--- src/hdl/tcw_pkg.sv ---
`timescale 1ns / 1ps

package tcw_pkg;

  // Fixed field and cursor widths
  localparam int unsigned COL_W  = 7;
  localparam int unsigned ROW_W  = 5;
  localparam int unsigned LOC_W  = 11;
  localparam int unsigned IDX_W  = 11;
  localparam int unsigned CELL_W = 16;

  // Character codes
  localparam logic [7:0] CH_BS    = 8'h08;
  localparam logic [7:0] CH_TAB   = 8'h09;
  localparam logic [7:0] CH_LF    = 8'h0A;
  localparam logic [7:0] CH_CR    = 8'h0D;
  localparam logic [7:0] CH_SPACE = 8'h20;
  localparam logic [7:0] CH_LAST  = 8'h7F;

  // Blank cell: white on black space
  localparam logic [CELL_W-1:0] BLANK_CELL = 16'h0F20;

  typedef enum logic [1:0] {
    ACT_PUT   = 2'd0,
    ACT_CLEAR = 2'd1,
    ACT_READ  = 2'd2,
    ACT_NOP   = 2'd3
  } action_e;

  typedef struct packed {
    action_e          action;
    logic [7:0]       char_code;
    logic [3:0]       bg_color;
    logic [3:0]       fg_color;
    logic [IDX_W-1:0] cell_index;
  } item_t;

  typedef struct packed {
    logic [LOC_W-1:0]  cursor_pos;
    logic [CELL_W-1:0] cell_value;
  } result_t;

  // Cursor update for one put
  typedef struct packed {
    logic [COL_W-1:0] col;
    logic [ROW_W-1:0] row;
    logic             wr_en;
    logic             scroll;
  } cur_step_t;

endpackage

--- src/hdl/tcw_cursor.sv ---
`timescale 1ns / 1ps

module tcw_cursor #(
  parameter int unsigned COLUMNS = 80,
  parameter int unsigned ROWS    = 25
) (
  input  logic [tcw_pkg::COL_W-1:0] col_i,
  input  logic [tcw_pkg::ROW_W-1:0] row_i,
  input  logic [7:0]                code_i,
  output tcw_pkg::cur_step_t        step_o
);

  logic [tcw_pkg::COL_W:0] col_w;
  logic [tcw_pkg::ROW_W:0] row_w;
  logic                    wr_en;
  logic                    scroll;

  always_comb begin
    col_w  = {1'b0, col_i};
    row_w  = {1'b0, row_i};
    wr_en  = 1'b0;
    scroll = 1'b0;

    // Control codes and printable characters
    if (code_i == tcw_pkg::CH_BS) begin
      if (col_i != '0) begin
        col_w = col_w - 1'b1;
      end
    end else if (code_i == tcw_pkg::CH_TAB) begin
      col_w = (col_w + (tcw_pkg::COL_W+1)'(8)) & ~(tcw_pkg::COL_W+1)'(7);
    end else if (code_i == tcw_pkg::CH_CR) begin
      col_w = '0;
    end else if (code_i == tcw_pkg::CH_LF) begin
      col_w = '0;
      row_w = row_w + 1'b1;
    end else if (code_i >= tcw_pkg::CH_SPACE && code_i <= tcw_pkg::CH_LAST) begin
      wr_en = 1'b1;
      col_w = col_w + 1'b1;
    end

    // Wrap past the last column
    if (col_w >= (tcw_pkg::COL_W+1)'(COLUMNS)) begin
      col_w = '0;
      row_w = row_w + 1'b1;
    end

    // Past the last row: scroll, stay on the bottom row
    if (row_w >= (tcw_pkg::ROW_W+1)'(ROWS)) begin
      scroll = 1'b1;
      row_w  = (tcw_pkg::ROW_W+1)'(ROWS - 1);
    end
  end

  assign step_o.col    = col_w[tcw_pkg::COL_W-1:0];
  assign step_o.row    = row_w[tcw_pkg::ROW_W-1:0];
  assign step_o.wr_en  = wr_en;
  assign step_o.scroll = scroll;

endmodule

--- config.mk ---
export PLATFORM = sky130hd
export DESIGN_NAME = tcw_cursor
export DESIGN_NICKNAME = d
export VERILOG_FILES = /design/src/hdl/tcw_pkg.sv /design/src/hdl/tcw_cursor.sv
export SDC_FILE = /design/constraint.sdc
export NUM_CORES = 1
export LEC_CHECK = 0
export ABC_AREA = 1
export BUFFER_PORTS_ARGS = -buffer_cell sky130_fd_sc_hd__buf_2
export CAP_MARGIN = 40
export CORE_MARGIN = 1.5
export CORE_UTILIZATION = 55
export DETAILED_ROUTE_END_ITERATION = 7
export MAX_ROUTING_LAYER = met4
export PLACE_DENSITY = 0.84
export SYNTH_ARGS = -nofsm -noshare
export SYNTH_HDL_FRONTEND = slang
export SYNTH_SLANG_ARGS = --single-unit
--- constraint.sdc ---
create_clock -name vclk -period 3.59
set_clock_uncertainty 0.15 [all_clocks]
set_input_delay 0 -clock vclk [all_inputs]
set_output_delay 0 -clock vclk [all_outputs]
set_load 0.05 [all_outputs]
==> results of run 1 <==
==> cell type report <==
cell class         instances  area share [%]
inverters                 36            10.7
multi-input cells        152            73.7
well taps                 27            2.58
repair buffers            34            13.0
==> path summary, 6_finish.rpt <==
path | startpoint | to | cells past startpoint
hold / removal | col_i[1] | step_o[8] | 4
setup / recovery | col_i[0] | step_o[2] | 20
==> placed cells by master (no fill, tap or decap), types with 2 or more instances in the layout <==
cell / netlist / routed
sky130_fd_sc_hd__nor2_1: 19 / 19
sky130_fd_sc_hd__nand4_1: 2 / 2
sky130_fd_sc_hd__inv_2: 10 / 10
sky130_fd_sc_hd__xnor2_1: 2 / 2
sky130_fd_sc_hd__nor2_4: 2 / 2
sky130_fd_sc_hd__o21ai_0: 3 / 3
sky130_fd_sc_hd__nand3_1: 17 / 17
sky130_fd_sc_hd__o21bai_2: 2 / 2
sky130_fd_sc_hd__inv_4: 2 / 2
sky130_fd_sc_hd__nor3_2: 2 / 2
sky130_fd_sc_hd__nand2_1: 47 / 47
sky130_fd_sc_hd__ha_1: 6 / 6
sky130_fd_sc_hd__nand3_2: 3 / 3
sky130_fd_sc_hd__nor3_1: 2 / 2
sky130_fd_sc_hd__nand2_2: 4 / 4
sky130_fd_sc_hd__nor2_2: 7 / 7
sky130_fd_sc_hd__o21ai_1: 2 / 2
sky130_fd_sc_hd__inv_1: 23 / 23
sky130_fd_sc_hd__buf_2: 1 / 34
sky130_fd_sc_hd__a21oi_1: 4 / 4
sky130_fd_sc_hd__nand2_4: 8 / 8
sky130_fd_sc_hd__xor2_1: 7 / 7
==> tightest hold or removal path: stages <==
cell	delay (ns)
sky130_fd_sc_hd__buf_2	0.13
sky130_fd_sc_hd__a221oi_1	0.09
sky130_fd_sc_hd__nor2_1	0.07
sky130_fd_sc_hd__buf_2	0.26
==> cells by family after synthesis <==
| family | Yosys count | share of synthesized area, % |
|---|---|---|
| adders and majority gates | 6 | 6.55 |
| and+or+nand+nor | 117 | 55.6 |
| AOI/OAI and AO/OA | 19 | 13.6 |
| xor gates and xnor gates | 10 | 8.30 |
| buffers and inverters | 41 | 15.9 |
==> power breakdown <==
group	internal [µW]	switching, µW	leakage, µW
Combinational	54.9	143	0.000776
Clock	0	0	0
Sequential	0	0	0
==> per-layer routing <==
metal | vias to the layer above | part of all wire [%] | GRT usage, %
met2 | 46 | 45 | 37.9
li1 | 665 | - | -
met4 | 0 | 0.28 | 0.476
met5 | - | 0 | -
met1 | 547 | 50 | 31.8
met3 | 2 | 4.8 | 0.926
==> through the flow <==
step           total power [µW]  util [%]
5_1_grt                     215      66.6
3_5_place_dp                197      66.6
4_1_cts                     198      66.6
3_3_place_gp                195      66.6
6_report                    198      66.6
2_1_floorplan               157         -
==> flow_summary_export.csv, run 1 <==
group,metric,value,unit
grt,total_global_route_track_usage,22.5,%
route,antenna_violating_nets_post_route,0,
clock_tree,cts_hold_buf,0,
final_layout,multiInputGateArea,963,µm²
placement,dp.cells,249,
worst_setup_path,critical_path_required,3.44,ns
final_layout,fillerInstances,214,
logic_synthesis,synth_nets,219,
final_layout,drive_above_1_share,36.5,%
grt,grt_max_degree,15,
worst_setup_path,startpoint_class,"input port",
final_layout,layout_area_overhead,14.1,%
clock_tree,cts_setup_buffers,0,
route,drt-initial-drc-count,33,
timing,finalHoldWorstSlack,0.403,ns
die,std_cell_rows,16,
route,avgViaCountPerCell,5.06,
final_layout,final_cell_count_no_fill,249,
grt,grt_pass1_vias,1083,
logic_synthesis,synthesis.yosys.warnings,0,
route,finalWirelength,2500,µm
timing,grt_setup_unrepaired,"false",
logic_synthesis,synth-seq-area-share,0,%
timing,fin_crit,2.44,ns
die,core_area,1960,µm²
status,outcome,"finished clean",
logic_synthesis,postSynthAreaPerCell,5.94,µm²
flow_run,maxCapViolations,0,
timing,achievable-frequency,0.410,GHz
route,avgRoutedWirePerCell,10.1,µm
placement,place_area,1310,µm²
timing,worst_slew_margin_rel,62.0,%
worst_setup_path,crit_path_cell_trace,"buf_2, inv_1, ha_1, nand3_1, inv_2, nand2_1, nand2_4, inv_4, nand2_2, nand2_2, nor2_2, nand3_2, nand2_4, nand2_4, o21ai_0, inv_1, nand3_2, nand2_4, nor2_1, buf_2",
grt,global_route_wire_length_before_repair,4460,µm
placement,portBuffers,34,
die,die_height,48.7,µm
logic_synthesis,yosysMostFrequentCell,"sky130_fd_sc_hd__nand2_1",
final_layout,register_area,0,µm²
die,die_w,48.7,µm
route,detailroute.via_count,1260,
power_and_ir_drop,max-vdd-ir-drop,102,µV
power_and_ir_drop,power.leakage,0.000776,µW
final_layout,layout.nets,250,
worst_setup_path,crit_family,"simple AND/OR/NAND/NOR gates",
final_layout,layout.sequential_cells,0,
grt,number_of_antenna_violations_at_the_first_check_in_global_routing,0,
placement,detailedPlacementHpwl,2130,µm
timing,setup_viol_count_final,0,
placement,place.gp.congestion,0.917,
route,first_pass_iters,4,
power_and_ir_drop,power-per-cell-area,152,nW/µm²
worst_setup_path,cp-end-kind,"output port",
timing,post-route-period-util,68.0,%
timing,fin_tns_setup,0,ns
logic_synthesis,ys_types,38,
clock_tree,cts_repair_resize_count,0,
die,dieArea,2370,µm²
worst_setup_path,timing.critical_path.fanout_max,14,
final_layout,antennaDiodeCount,0,
timing,worst_slew_pin_slew,0.564,ns
worst_setup_path,cpMostUsedCell,"sky130_fd_sc_hd__nand2_4",
worst_setup_path,critPathMaxStageDelay,0.26,ns
die,pin_count,34,
worst_setup_path,arrival,2.29,ns
grt,grt_overflow_total,0,
timing,timing.final.ws_setup,1.15,ns
worst_setup_path,cp_slowest_cell,"sky130_fd_sc_hd__buf_2",
worst_setup_path,cp.buffers_inverters,6,
timing,hold_viol,0,
logic_synthesis,synth.top_cells.by_area,"sky130_fd_sc_hd__nand2_1 15%, sky130_fd_sc_hd__nand2_4 7.9%, sky130_fd_sc_hd__inv_1 7.5%",
logic_synthesis,synth_top_area_share,15.4,%
placement,detailedPlace.worstSlack,1.18,ns
logic_synthesis,post_synth_instance_area,1150,µm²
logic_synthesis,cells_after_synth,193,
route,drc,0,
final_layout,final_area,1310,µm²
die,floorplan.initialDensity,58.4,%
worst_hold_path,min_path_type,"input port to output port",
timing,timing_max_transition_violations_final,0,
final_layout,n_clock_buffer,0,
logic_synthesis,post-synth-top-area-cell,"sky130_fd_sc_hd__nand2_1",
logic_synthesis,post_synth_most_frequent_cells,"47 x sky130_fd_sc_hd__nand2_1, 23 x sky130_fd_sc_hd__inv_1, 19 x sky130_fd_sc_hd__nor2_1",
worst_setup_path,timing.setup.critical_path_class,"input port to output port",
(Power assumes the default switching activity.)
==> inputs of run 2 (changes only) <==
--- a/config.mk
+++ b/config.mk
@@ -5,14 +5,14 @@
 export SDC_FILE = /design/constraint.sdc
 export NUM_CORES = 1
 export LEC_CHECK = 0
-export ABC_AREA = 1
+export ABC_AREA = 0
 export BUFFER_PORTS_ARGS = -buffer_cell sky130_fd_sc_hd__buf_2
 export CAP_MARGIN = 40
 export CORE_MARGIN = 1.5
-export CORE_UTILIZATION = 55
+export CORE_UTILIZATION = 51
 export DETAILED_ROUTE_END_ITERATION = 7
 export MAX_ROUTING_LAYER = met4
-export PLACE_DENSITY = 0.84
+export PLACE_DENSITY = 0.81
 export SYNTH_ARGS = -nofsm -noshare
 export SYNTH_HDL_FRONTEND = slang
 export SYNTH_SLANG_ARGS = --single-unit
==> constraint.sdc (replaced) <==
create_clock -name vclk -period 2.2
set_clock_uncertainty 0.15 [all_clocks]
set_input_delay 0 -clock vclk [all_inputs]
set_output_delay 0 -clock vclk [all_outputs]
set_load 0.05 [all_outputs]
==> flow_summary_export.csv, run 2 <==
group,metric,value,unit
timing,postGrtWorstEndpoint,"step_o[2]",
logic_synthesis,yosysMostFrequentCell,"sky130_fd_sc_hd__nand2_1",
logic_synthesis,post_synth_most_frequent_cells,"21 x sky130_fd_sc_hd__nand2_1, 14 x sky130_fd_sc_hd__nor2_1, 12 x sky130_fd_sc_hd__a21oi_1",
logic_synthesis,synth-seq-area-share,0,%
timing,type_of_pin_the_worst_path_ends_at,"output port",
logic_synthesis,cells_after_synth,182,
die,pin_count,34,
logic_synthesis,ys_types,65,
status,outcome.stop_stage,"global routing",
logic_synthesis,synth_top_area_share,6.34,%
placement,place.gp.congestion,0.941,
grt,grt_max_degree,13,
logic_synthesis,synthesis.yosys.warnings,0,
placement,detailedPlacementHpwl,3440,µm
logic_synthesis,synth.top_cells.by_area,"sky130_fd_sc_hd__nand2_1 6.3%, sky130_fd_sc_hd__xnor2_1 6.3%, sky130_fd_sc_hd__ha_1 6.0%",
status,outcome,"stopped before the end",
die,std_cell_rows,17,
grt,total_global_route_track_usage,82.2,%
logic_synthesis,post-synth-top-area-cell,"sky130_fd_sc_hd__nand2_1",
logic_synthesis,post_synth_instance_area,1240,µm²
status,error,"[ERROR GRT-0232] Routing congestion too high. Check the congestion heatmap in the GUI.",
grt,grt_overflow_total,93,
clock_tree,cts_hold_buf,0,
logic_synthesis,postSynthAreaPerCell,6.83,µm²
die,die_height,52.4,µm
logic_synthesis,synth_nets,208,
die,die_w,52.4,µm
die,floorplan.initialDensity,55.1,%
placement,portBuffers,34,
-- run 2: kinds of logic after synthesis --
group | count (synthesis) | synth area share (%)
AND/OR/NAND/NOR | 82 | 41.4
AO/OA/AOI/OAI | 57 | 33.4
buffers and inverters | 24 | 9.57
XOR/XNOR | 10 | 7.05
adder cells (fa/ha/maj) | 6 | 6.04
multiplexers | 3 | 2.52
-- run 2: per-layer routing --
| metal | track usage (%) | overflow |
|---|---|---|
| met2 | 105 | 53 |
| met4 | 100 | 40 |
| met5 | - | - |
| met1 | 78.0 | 0 |
| met3 | 45.1 | 0 |
-- run 2: timing repair --
item,4_1_cts
pin swaps,8
hold endpoints to repair,0
endpoints found under the setup margin,13
cloned,1
setup buffers,7
gates resized for setup,35
-- run 2: metrics by stage --
step / cell area (µm²) / instances / utilization [%] / setup slack, ns / setup TNS, ns
floorplan: 1360 / 182 / - / -0.129 / -0.647
global placement: 1830 / 277 / 81.3 / -0.301 / -1.91
detailed placement: 1830 / 277 / 81.3 / -0.406 / -2.89
CTS: 2040 / 285 / 90.3 / -0.156 / -0.530
==> inputs of run 3 (changes only) <==
--- a/config.mk
+++ b/config.mk
@@ -8,11 +8,10 @@
 export ABC_AREA = 0
 export BUFFER_PORTS_ARGS = -buffer_cell sky130_fd_sc_hd__buf_2
 export CAP_MARGIN = 40
-export CORE_MARGIN = 1.5
-export CORE_UTILIZATION = 51
+export CORE_AREA = 2 2 63 65
 export DETAILED_ROUTE_END_ITERATION = 7
-export MAX_ROUTING_LAYER = met4
-export PLACE_DENSITY = 0.81
+export DIE_AREA = 0 0 65 67
+export PLACE_DENSITY_LB_ADDON = 0.15
 export SYNTH_ARGS = -nofsm -noshare
 export SYNTH_HDL_FRONTEND = slang
 export SYNTH_SLANG_ARGS = --single-unit
==> constraint.sdc (replaced) <==
create_clock -name vclk -period 2.85
set_clock_uncertainty 0.15 [all_clocks]
set_input_delay 0 -clock vclk [all_inputs]
set_output_delay 0 -clock vclk [all_outputs]
set_load 0.05 [all_outputs]
==> flow_summary_export.csv, run 3 <==
group,metric,value,unit
worst_hold_path,worstHoldPathCells,4,
worst_setup_path,timing.critical_path.fanout_max,10,
worst_setup_path,arrival,2.46,ns
die,dieArea,4360,µm²
power_and_ir_drop,power.switching_fraction,67.3,%
logic_synthesis,yosysMostFrequentCell,"sky130_fd_sc_hd__nand2_1",
grt,grt_max_degree,13,
timing,worst_slew_margin_rel,70.3,%
route,first_pass_iters,4,
final_layout,layout.sequential_cells,0,
final_layout,drive_above_1_share,26.7,%
route,antenna_violating_nets_post_route,0,
timing,worst_slew_pin_slew,0.440,ns
final_layout,mostFrequentLayoutCells,"34 x sky130_fd_sc_hd__buf_2, 21 x sky130_fd_sc_hd__nand2_1, 14 x sky130_fd_sc_hd__nor2_1",
die,core_area,3610,µm²
worst_setup_path,startpoint_class,"input port",
logic_synthesis,post-synth-top-area-cell,"sky130_fd_sc_hd__nand2_1",
worst_setup_path,critical_path_required,2.70,ns
final_layout,layout_area_overhead,16.5,%
power_and_ir_drop,max-vdd-ir-drop,65.8,µV
route,avgRoutedWirePerCell,13.8,µm
die,std_cell_rows,22,
route,drc,0,
status,outcome,"finished clean",
worst_setup_path,cp-end-kind,"output port",
timing,grt_setup_unrepaired,"false",
route,finalWirelength,3570,µm
route,avgViaCountPerCell,5.74,
timing,setup_viol_count_final,0,
logic_synthesis,synth_nets,208,
route,drt-initial-drc-count,131,
final_layout,antennaDiodeCount,0,
placement,place.gp.congestion,0.933,
final_layout,register_area,0,µm²
clock_tree,cts_hold_buf,0,
logic_synthesis,postSynthAreaPerCell,6.83,µm²
logic_synthesis,post_synth_most_frequent_cells,"21 x sky130_fd_sc_hd__nand2_1, 14 x sky130_fd_sc_hd__nor2_1, 12 x sky130_fd_sc_hd__a21oi_1",
timing,hold_viol,0,
grt,total_global_route_track_usage,16.9,%
logic_synthesis,synth-seq-area-share,0,%
logic_synthesis,synth.top_cells.by_area,"sky130_fd_sc_hd__nand2_1 6.3%, sky130_fd_sc_hd__xnor2_1 6.3%, sky130_fd_sc_hd__ha_1 6.0%",
power_and_ir_drop,power.internal,79.5,µW
die,pin_count,34,
grt,globalRouteMet1Util,25.4,%
grt,number_of_antenna_violations_at_the_first_check_in_global_routing,0,
timing,fin_crit,2.61,ns
logic_synthesis,synthesis.yosys.warnings,0,
die,floorplan.initialDensity,34.5,%
power_and_ir_drop,total_switching_power,163,µW
logic_synthesis,cells_after_synth,182,
worst_hold_path,whs_endpoint,"step_o[7]",
power_and_ir_drop,combPwrFrac,100.0,%
logic_synthesis,post_synth_instance_area,1240,µm²
timing,achievable-frequency,0.383,GHz
grt,grt.busiest_layer,"met2",
timing,post-route-period-util,91.6,%
logic_synthesis,synth_top_area_share,6.34,%
worst_setup_path,timing.setup.critical_path_class,"input port to output port",
final_layout,final_core_util,40.1,%
logic_synthesis,ys_types,65,
worst_hold_path,hp-start,"col_i[0]",
route,detailroute.via_count,1480,
worst_hold_path,min_path_type,"input port to output port",
final_layout,n_clock_buffer,0,
timing,finalHoldWorstSlack,0.329,ns
placement,portBuffers,34,
final_layout,final_cell_count_no_fill,258,
power_and_ir_drop,clock_power_share,0,%
flow_run,maxCapViolations,0,
grt,met3_capacity_usage_during_global_routing,0.507,%
timing,fin_tns_setup,0,ns
final_layout,final_common_cell,"sky130_fd_sc_hd__buf_2",
die,die_w,65,µm
grt,global_route_wire_length_before_repair,6070,µm
timing,timing_max_transition_violations_final,0,
die,die_height,67,µm
grt,grt_pass1_vias,1315,
grt,grt_overflow_total,0,
final_layout,layout.nets,238,
placement,detailedPlacementHpwl,2930,µm
power_and_ir_drop,share_seq_of_total_power,0,%
grt,use_met2,28.0,%
placement,dp.cells,255,
power_and_ir_drop,power.leakage,0.000622,µW
power_and_ir_drop,power-per-cell-area,168,nW/µm²
run 3: cell counts after synthesis:
No cell type changed its count.
run 3: logic make-up (layout without fill, tap and decap cells):
| family | count (synthesis) | after routing | synth area share [%] |
|---|---|---|---|
| and+or+nand+nor | 82 | 82 | 41.4 |
| AOI/OAI and AO/OA | 57 | 57 | 33.4 |
| buffers and inverters | 24 | 52 | 9.57 |
| xor gates and xnor gates | 10 | 10 | 7.05 |
| adders and majority gates | 6 | 6 | 6.04 |
| muxes | 3 | 3 | 2.52 |
run 3: area by class of cell:
cell class | count | area (µm²)
fillers | 410 | 2160
multi-input cells | 158 | 1120
repair buffers | 41 | 223
well taps | 48 | 60.1
inverters | 11 | 41.3
run 3: stage by stage:
step	area (µm²)	total power [µW]	setup slack, ns
floorplan	1240	180	-0.431
global placement	1430	234	0.243
detailed placement	1430	237	0.194
CTS	1430	238	0.188
global route	1450	264	0.00306
finish	1450	243	0.238
run 3: worst max-delay path by stage:
stage           endpoint  cells after the start  slack (ns)      start
4_1_cts        step_o[2]                     11        0.19   col_i[1]
5_1_grt        step_o[0]                     13       0.003  code_i[7]
3_3_place_gp   step_o[2]                     11        0.24   col_i[1]
6_report       step_o[2]                     11        0.24   col_i[1]
2_1_floorplan  step_o[2]                     11       -0.43  code_i[7]
3_5_place_dp   step_o[2]                     11        0.19   col_i[1]
run 3: per-layer routing:
layer / vias to the layer above / part of all wire, %
met5: - / 0
met3: 2 / 5.7
met1: 683 / 49
met2: 44 / 45
li1: 751 / -
met4: 0 / 0.59
run 3: power by group through the flow:
stage / Sequential [µW] / Clock (µW) / Combinational (µW)
after floorplan: 0 / 0 / 180
after global placement: 0 / 0 / 234
after detailed placement: 0 / 0 / 237
after CTS: 0 / 0 / 238
after global routing: 0 / 0 / 264
final: 0 / 0 / 243
run 3: worst max-delay path, cell delays in order:
cell	delay [ns]
sky130_fd_sc_hd__buf_2	0.15
sky130_fd_sc_hd__inv_1	0.08
sky130_fd_sc_hd__ha_1	0.20
sky130_fd_sc_hd__or4b_4	0.53
sky130_fd_sc_hd__nor2_4	0.13
sky130_fd_sc_hd__o221ai_2	0.11
sky130_fd_sc_hd__and4_4	0.24
sky130_fd_sc_hd__o21ai_4	0.27
sky130_fd_sc_hd__a31oi_2	0.18
sky130_fd_sc_hd__nor4_1	0.25
sky130_fd_sc_hd__buf_2	0.31
run 3: what timing repair did:
| action | CTS | global route |
|---|---|---|
| gates resized for setup | 0 | 0 |
| endpoints found under the setup margin | 0 | 3 |
| buffers inserted | 0 | 3 |
==> inputs of run 4 (changes only) <==
==> constraint.sdc (replaced) <==
create_clock -name vclk -period 2.85
set_clock_uncertainty 0.15 [all_clocks]
set_input_delay 0.57 -clock vclk [all_inputs]
set_output_delay 0.57 -clock vclk [all_outputs]
set_load 0.05 [all_outputs]
==> flow_summary_export.csv, run 4 (same netlist as run 3, synthesis figures left out) <==
group,metric,value,unit
power_and_ir_drop,max-vdd-ir-drop,88.0,µV
timing,worst_slew_margin_rel,73.6,%
worst_setup_path,startpoint_class,"input port",
route,finalWirelength,5090,µm
die,dieArea,4360,µm²
flow_run,maxCapViolations,0,
route,drt-initial-drc-count,78,
route,avgViaCountPerCell,5.50,
final_layout,final_core_util,68.8,%
final_layout,layout_area_overhead,99.8,%
power_and_ir_drop,power-per-cell-area,164,nW/µm²
die,die_w,65,µm
power_and_ir_drop,total_switching_power,217,µW
die,floorplan.initialDensity,34.5,%
final_layout,final_common_cell,"sky130_fd_sc_hd__buf_4",
final_layout,fillerInstances,310,
die,die_height,67,µm
timing,fin_tns_setup,-7.08,ns
timing,fin_crit,3.49,ns
timing,setup_viol_count_final,13,
final_layout,mostFrequentLayoutCells,"77 x sky130_fd_sc_hd__buf_4, 20 x sky130_fd_sc_hd__nand2_1, 19 x sky130_fd_sc_hd__buf_6",
timing,post-route-period-util,122,%
route,drc,0,
placement,dp.cells,322,
timing,finalHoldWorstSlack,1.50,ns
grt,grt_max_degree,10,
power_and_ir_drop,power.switching_fraction,53.4,%
worst_setup_path,timing.setup.critical_path_class,"input port to output port",
final_layout,register_area,0,µm²
timing,hold_viol,0,
timing,worst_slew_pin_slew,0.391,ns
status,violations,"setup timing",
power_and_ir_drop,combPwrFrac,100.0,%
route,first_pass_iters,5,
final_layout,drive_above_1_share,60.6,%
placement,place.gp.congestion,0.844,
final_layout,n_clock_buffer,0,
grt,total_global_route_track_usage,23.4,%
worst_setup_path,critical_path_required,2.13,ns
final_layout,final_cell_count_no_fill,335,
worst_setup_path,arrival,2.77,ns
timing,grt_setup_unrepaired,"true",
status,outcome,"finished, violations left",
worst_setup_path,timing.critical_path.fanout_max,6,
placement,detailedPlace.worstSlack,-0.810,ns
power_and_ir_drop,power.leakage,0.00108,µW
power_and_ir_drop,clock_power_share,0,%
grt,grt_overflow_total,0,
route,detailroute.via_count,1844,
final_layout,antennaDiodeCount,0,
grt,grt_pass1_vias,1828,
worst_setup_path,cp-end-kind,"output port",
route,avgRoutedWirePerCell,15.2,µm
timing,achievable-frequency,0.287,GHz
route,antenna_violating_nets_post_route,0,
final_layout,layout.nets,315,
die,std_cell_rows,22,
grt,global_route_wire_length_before_repair,8190,µm
power_and_ir_drop,share_seq_of_total_power,0,%
placement,portBuffers,34,
timing,timing_max_transition_violations_final,0,
power_and_ir_drop,power.internal,189,µW
timing,timing.final.ws_setup,-0.638,ns
grt,number_of_antenna_violations_at_the_first_check_in_global_routing,0,
final_layout,layout.sequential_cells,0,
worst_hold_path,min_path_type,"input port to output port",
die,core_area,3610,µm²
die,pin_count,34,
placement,detailedPlacementHpwl,3870,µm
-- run 4: worst paths after layout --
kind / slack, ns / endpoint / depth (start not counted) / start
min: 1.50 / step_o[9] / 4 / col_i[2]
max: -0.64 / step_o[3] / 11 / col_i[0]
-- run 4: repair_timing --
item,CTS,global route
setup endpoints to repair,13,13
buffers inserted,4,8
cloned,1,0
hold buffers,0,0
gates resized for setup,44,27
pin swaps,11,5
-- run 4: routing by layer --
metal | part of all wire [%] | up-vias | track usage (%)
met3 | 4.1 | 10 | 0
met2 | 50 | 58 | 43.0
met4 | 2.1 | 0 | 4.52
met1 | 44 | 868 | 30.8
met5 | 0 | - | 0
li1 | - | 908 | -
-- run 4: power by group through the flow --
| stage | Clock, µW | Sequential (µW) | Combinational, µW |
|---|---|---|---|
| final | 0 | 0 | 406 |
| after CTS | 0 | 0 | 369 |
| after detailed placement | 0 | 0 | 332 |
| after global placement | 0 | 0 | 325 |
| after floorplan | 0 | 0 | 209 |
| after global routing | 0 | 0 | 431 |
-- run 4: final cells by class --
class	instances	area (µm²)	share of cell area, %
repair buffers	117	942	38.0
multi-input cells	159	1420	57.2
well taps	48	60.1	2.42
inverters	11	61.3	2.47
-- run 4: stage by stage --
stage	instance area (µm²)	total power, µW
2_1_floorplan	1450	209
3_3_place_gp	2130	325
3_5_place_dp	2130	332
4_1_cts	2320	369
5_1_grt	2480	431
6_report	2480	406
-- run 4: worst max-delay path, cell delays in order --
cell and delay (ns):
sky130_fd_sc_hd__buf_6 0.11, sky130_fd_sc_hd__buf_4 0.15, sky130_fd_sc_hd__ha_1 0.24, sky130_fd_sc_hd__buf_4 0.15, sky130_fd_sc_hd__and4_1 0.17, sky130_fd_sc_hd__a311oi_1 0.33, sky130_fd_sc_hd__a31o_2 0.24, sky130_fd_sc_hd__o21ai_4 0.12
sky130_fd_sc_hd__mux2i_2 0.19, sky130_fd_sc_hd__nor4_4 0.29, sky130_fd_sc_hd__buf_6 0.20
